$ cat src/rtl/mio_pkg.sv
// Package: shared types and constants of the interval overlap core.
`timescale 1ns / 1ps
package mio_pkg;
   localparam int MAX_INTERVALS_DEF = 1024;
   localparam int TIME_BITS_DEF     = 32;
   localparam int FIELD_W           = 32;
   localparam int ROOMS_W           = 11;

   typedef struct packed {
      logic clear;
      logic enable;
   } cover_ctl_type;

   typedef enum logic [5:0] {
      ST_IDLE   = 6'b000001,
      ST_FETCH  = 6'b000010,
      ST_LATCH  = 6'b000100,
      ST_SCAN   = 6'b001000,
      ST_DRAIN  = 6'b010000,
      ST_UPDATE = 6'b100000
   } state_type;
endpackage

$ cat src/rtl/mio_cover_unit.sv
// Shared compare unit: counts stored intervals that cover a reference instant.
`timescale 1ns / 1ps
module mio_cover_unit #(
   parameter int TW = 32,
   parameter int CW = 11
) (
   input  logic                  clock,
   input  mio_pkg::cover_ctl_type ctl,
   input  logic [TW-1:0]         ref_start,
   input  logic [TW-1:0]         cand_start,
   input  logic [TW-1:0]         cand_end,
   output logic [CW-1:0]         count_ff
);
   logic [CW-1:0] count_in;
   logic          covers;

   // Candidate covers the reference start when start <= ref < end.
   assign covers = (cand_start <= ref_start) && (ref_start < cand_end);

   always_comb begin
      count_in = count_ff;
      if (ctl.clear) begin
         count_in = '0;
      end else if (ctl.enable && covers) begin
         count_in = count_ff + CW'(1);
      end
   end

   always_ff @(posedge clock) begin
      count_ff <= count_in;
   end
endmodule

$ cat config.mk
export PLATFORM = sky130hd
export DESIGN_NAME = mio_cover_unit
export DESIGN_NICKNAME = d
export VERILOG_FILES = /design/src/rtl/mio_pkg.sv /design/src/rtl/mio_cover_unit.sv
export SDC_FILE = /design/constraint.sdc
export NUM_CORES = 1
export LEC_CHECK = 0
export ABC_CLOCK_PERIOD_IN_PS = 3590
export BUFFER_PORTS_ARGS = -buffer_cell sky130_fd_sc_hd__buf_2
export CORE_ASPECT_RATIO = 1.5
export CORE_UTILIZATION = 48
export CTS_CLUSTER_SIZE = 40
export DETAILED_ROUTE_END_ITERATION = 12
export HOLD_SLACK_MARGIN = 0.05
export PLACE_DENSITY = 0.83
export SETUP_SLACK_MARGIN = 0.3
export SLEW_MARGIN = 10
export SYNTH_ARGS = -nofsm -noshare
export SYNTH_HDL_FRONTEND = slang
export SYNTH_SLANG_ARGS = --single-unit
$ cat constraint.sdc
create_clock -name clock -period 3.59 [get_ports clock]
set_input_delay 0.5385 -clock clock [delete_from_list [all_inputs] [get_ports clock]]
set_output_delay 0.5385 -clock clock [all_outputs]
set_load 0.01 [all_outputs]
# Word-level counts from Yosys, hierarchy flattened

Cells that the tools add are included.

Register bits after elaboration: 11
Output and inout port bits: 11
Logic and storage cells: 6

$add $sub $neg: 1
$lt $le $gt $ge: 2
Reduce and logical (&&, ||, !) cells: 2

Operators with widths:

| operator              | number |
|---|---|
| $le 32x32->1          | 1 |
| $lt 32x32->1          | 1 |
| $add 11x1->11 const B | 1 |
| $logic_and 1x1->1     | 2 |

# Depth between registers and ports, before layout

Word-level depth: 3
Mapped depth: 9

# Worst setup path before layout

OpenSTA, ideal clock, no wires.

Path kind: input to register
From: input port ref_start[19]
To: register count_ff[0]
Library setup time: 0.123 ns
Arrival time: 2.637 ns
Data required time: 3.467 ns
Path slack: 0.829 ns
Stages on the path: 9
Cell sequence: inv_1 -> ha_1 -> a21oi_2 -> o21ai_1 -> a221o_1 -> a2111oi_4 -> a21oi_2 -> nor4b_2 -> mux2_1

Cells in the longest elaborated chain, start to end: 3
Elaborated cells between the ends (all ways): 4

Ends and longest elaborated chain:

| item                                         | line                 | source |
|---|---|---|
| start: declaration                           | mio_cover_unit.sv:9  | `input logic [TW-1:0] ref_start,` |
| $le 32x32->1 or $lt 32x32->1 (tied branches) | mio_cover_unit.sv:18 | `assign covers = (cand_start <= ref_start) && (ref_start < cand_end);` |
| $logic_and 1x1->1 *                          | mio_cover_unit.sv:18 |  |
| $logic_and 1x1->1 *                          | mio_cover_unit.sv:24 | `end else if (ctl.enable && covers) begin` |
| end signal: assignment                       | mio_cover_unit.sv:30 | `count_ff <= count_in;` |
| end: declaration                             | mio_cover_unit.sv:12 | `output logic [CW-1:0] count_ff` |

Every way passes the cells marked *; elsewhere a longest branch is shown, timed or not.
A chain may end at the register's enable or synchronous reset.

# Final worst setup path

From: input port ref_start[17]
To: register count_ff[2]

The elaborated chain is that of the path after synthesis.

==> impl.org <==
** Floorplan
- Die extent in y :: 87.2 um
- Die Outline Area :: roughly 5000 um^2
- 110 I/O pins were placed.
- The initial utilization of the core area, before any placement, comes to approximately 50%.
- Core region area :: around 4600 um^2
- In this run the horizontal extent of the chip is slightly below 60 um.
- Row Count :: 30

** Detailed routing
- After detailed routing, the number of remaining DRC violations is 0.
- Total length of routed wires :: approximately 5700 um
- Number of violations reported at the end of detailed-routing iteration 0 :: 47
- Summing over every cut layer, the via total after detailed routing is 2,440.
- The detail route stage leaves a number of antenna-violating nets equal to 0.
- After detailed routing, the average wire length per cell comes to around 12 um.
- Vias per cell :: 5.18
- Number of search-and-repair iterations in the first detailed-routing pass :: 4

** CTS
- Clock slew seen by the registers of the worst setup and hold paths :: approximately 0.05 ns
- Post-CTS setup repair buffer count :: 0
- Number of clock sinks :: 11
- Clk root buf :: sky130_fd_sc_hd__clkbuf_8
- Counting along the longest clock path gives a buffer depth of 2.
- Hold repair after CTS inserted 0 buffers.
- Clock latency on the worst-skew pair, taken at its later pin, is between 0.2 and 0.25 ns.
- Number of H-tree levels :: 1
- Clock tree from TritonCTS :: done
- Once the clock tree was built, the resizer swapped 0 gates to a different size.
- Total clock buffers created by CTS :: 3

** Power and ir drop
- Power share of the sequential group :: roughly 25%
- Part of the power in the clock network :: 25.0%
- PD cells :: around 170 nW/um^2
- Static leakage :: ~1.8 nW
- Of the total power, the share spent switching nets is between 30% and 40%.
- Across the VDD grid, the largest voltage drop is around 230 uV.
- Switching power of the nets :: between 0.15 and 0.2 mW
- Internal power comes to ~0.33 mW.
- After layout, the design draws a total of ~0.51 mW.
- Portion of total power attributed to combinational logic :: approximately half

** GRT
- The first global-routing pass estimated approximately 9300 um of wire.
- Global Route Usage Sum :: between 20 and 25%
- The initial antenna violation count came to 0.
- For this run the aggregate overflow at the end of global routing stands at 0.
- Entering global routing, the biggest net connects 23 pins.
- Vias in the first global route :: roughly 2,400

** Finish
- The number of antenna diodes in the final layout is 0.
- Most frequent standard cell in the layout excluding fill and tap cells :: sky130_fd_sc_hd__buf_2
- Layout fillers :: roughly 410
- Relative to the synthesized area, the layout overhead comes to 28.6%.
- The top cell types in the final layout, fill and taps aside, are sky130_fd_sc_hd__buf_2 (109), sky130_fd_sc_hd__ha_1 (64), sky130_fd_sc_hd__inv_1 (63).
- Ratio of cells with drive above 1 in the final layout :: around 31%
- The sequential cells in the finished layout cover a total of between 200 and 250 um^2.
- Cell area after layout :: about 3000 um^2
- In the final layout, the multi-input gates occupy between 1500 and 2000 um^2.
- Most flop-heavy register :: count_ff
- Number of flip-flops in the largest register :: 11
- Once layout is complete, the utilization of the core stands at 65.2%.
- Top Registers :: count_ff x11
- For this run, the post-layout net count is between 500 and 600.

** Synthesis
- For this run, the number of Yosys warnings is 0.
- Synthesis inferred 11 register bits.
- Synthesis handed over a netlist of roughly 300 instances.
- Main synth FF type :: sky130_fd_sc_hd__dfxtp_1
- For this run, the register share of the synthesized area comes to under 10%.
- When the netlist entered floorplanning its net count stood at approximately 460.
- The number of different library cells used by synthesis comes to about 40.
- EDFF count, synth :: 0
- Averaged over all synthesized cells, the footprint is slightly below 8 um^2.
- Combined area of all synthesized cells :: 2320 um^2
- After synthesis, the share of flip-flops with an asynchronous set or reset is 0%.

** Worst hold path
- Worst hold path type :: register to register

** Worst setup path
- Crit path kind :: primary input to register
- Of all nets on the critical path, the largest fanout is 10.
- Kind of end point of the critical path :: register
- Among cell families on the critical path, the largest total delay comes from compound AO/OA/AOI/OAI gates.
- Worst Path Arrival :: 2.98 ns
- On the worst path, the slowest cell contributes a delay of just under 0.4 ns.
- Critical-path cell with the highest stage delay :: sky130_fd_sc_hd__a2111oi_4
- The critical path goes through buf_2 -> inv_1 -> ha_1 -> a21oi_2 -> o21ai_1 -> a221o_1 -> a2111oi_4 -> a21oi_2 -> nor4b_1 -> mux2_1.
- For the worst setup path, the data required time is ~3.7 ns.
- Buffering stage count on the worst path with inverters included :: 2
- Startpoint Class :: primary input
- By instance count, the cell type seen most on the critical path is sky130_fd_sc_hd__a21oi_2.

** Timing
- RSZ-0062 raised after global routing :: no
- The final hold violation count came to 0.
- Actual slew at the worst max-slew pin :: roughly 0.66 ns
- The worst path meets setup with approximately 0.73 ns of slack.
- Post-layout min period :: about 2.9 ns
- Clock Skew :: a little under 0.0004 ns
- Final total negative setup slack :: 0 ns
- Max-slew violation total from the final report :: 0
- Final worst path period share :: between 70% and 80%
- Achievable Freq :: 0.350 GHz
- Slew margin rel. :: 56.1%
- Setup-failing EPs final :: 0

** Placement
- Half-perimeter wire length after placement :: 5110 um
- Summing all placed instances gives a cell area of 2940 um^2.
- Port buffering added 109 buffers.
- At the placement stage, the worst setup path has a slack of approximately 0.47 ns.
- Weighted congestion at the end of routability-driven global placement :: between 0.8 and 0.9

** Job
- The tool flagged a number of max-cap violations equal to 0.

** Run status
- The flow ran to the end, and the final reports show no timing, DRC or antenna violations.
worst min-delay path, cell delays in order (launching register included):
cell and delay [ns]:
sky130_fd_sc_hd__dfxtp_1 0.31, sky130_fd_sc_hd__nor2_1 0.09, sky130_fd_sc_hd__mux2_1 0.12
cell usage after synthesis, types with 3 or more instances:
cell	instances	area share, %
sky130_fd_sc_hd__and4_1	3	1.1
sky130_fd_sc_hd__inv_1	63	10
sky130_fd_sc_hd__nor2_1	19	3.1
sky130_fd_sc_hd__nand3_1	11	2.4
sky130_fd_sc_hd__nor2b_1	11	3.0
sky130_fd_sc_hd__nand4_1	8	2.2
sky130_fd_sc_hd__a21oi_1	20	4.3
sky130_fd_sc_hd__a21oi_2	3	1.1
sky130_fd_sc_hd__nand2_1	21	3.4
sky130_fd_sc_hd__dfxtp_1	11	9.5
sky130_fd_sc_hd__nor4_1	8	2.2
sky130_fd_sc_hd__o21ai_0	6	1.3
sky130_fd_sc_hd__ha_1	64	35
sky130_fd_sc_hd__a2111oi_4	3	3.6
sky130_fd_sc_hd__mux2_1	10	4.9
kinds of logic after synthesis:
| kind of cell | share of synthesized area, % |
|---|---|
| and+or+nand+nor | 23.1 |
| DFF | 9.49 |
| AOI/OAI and AO/OA | 17.1 |
| buffers and inverters | 10.5 |
| muxes | 5.28 |
| adders and majority gates | 34.5 |
metrics by stage:
| step | hold WS (ns) | cells |
|---|---|---|
| 6_report | 0.551 | 471 |
| 5_1_grt | 0.583 | 471 |
| 3_3_place_gp | 0.515 | 467 |
| 4_1_cts | 0.555 | 471 |
| 2_1_floorplan | 0.529 | 296 |
| 3_5_place_dp | 0.542 | 467 |
per-layer routing:
layer | GRT usage, % | share of wire [%] | vias up
met4 | 6.06 | 1.9 | 0
li1 | - | - | 1257
met5 | 0 | 0 | -
met2 | 47.9 | 55 | 67
met3 | 1.63 | 3.8 | 15
met1 | 22.0 | 39 | 1101
path summary, 6_finish.rpt:
check / startpoint / slack [ns] / end / cells past startpoint
max reg2reg: count_ff[2] / 1.88 / count_ff[5] / 4
max: ref_start[17] / 0.73 / count_ff[2] / 10
min reg2reg: count_ff[10] / 0.55 / count_ff[10] / 2
min: count_ff[10] / 0.55 / count_ff[10] / 2
power groups by stage:
stage | sequential, mW | clock, mW | combinational (mW)
6_report | 0.126 | 0.127 | 0.256
4_1_cts | 0.126 | 0.130 | 0.258
2_1_floorplan | 0.129 | 0 | 0.158
5_1_grt | 0.126 | 0.135 | 0.292
3_5_place_dp | 0.129 | 0 | 0.257
3_3_place_gp | 0.129 | 0 | 0.248
final cells by class:
type	instances	area share, %
multi-input cells	220	62.2
flip-flops and latches	11	7.38
clock buffers	4	1.51
inverters	63	7.92
well taps	64	2.68
repair buffers	109	18.3
No activity file was read; power rests on OpenSTA's default activity.
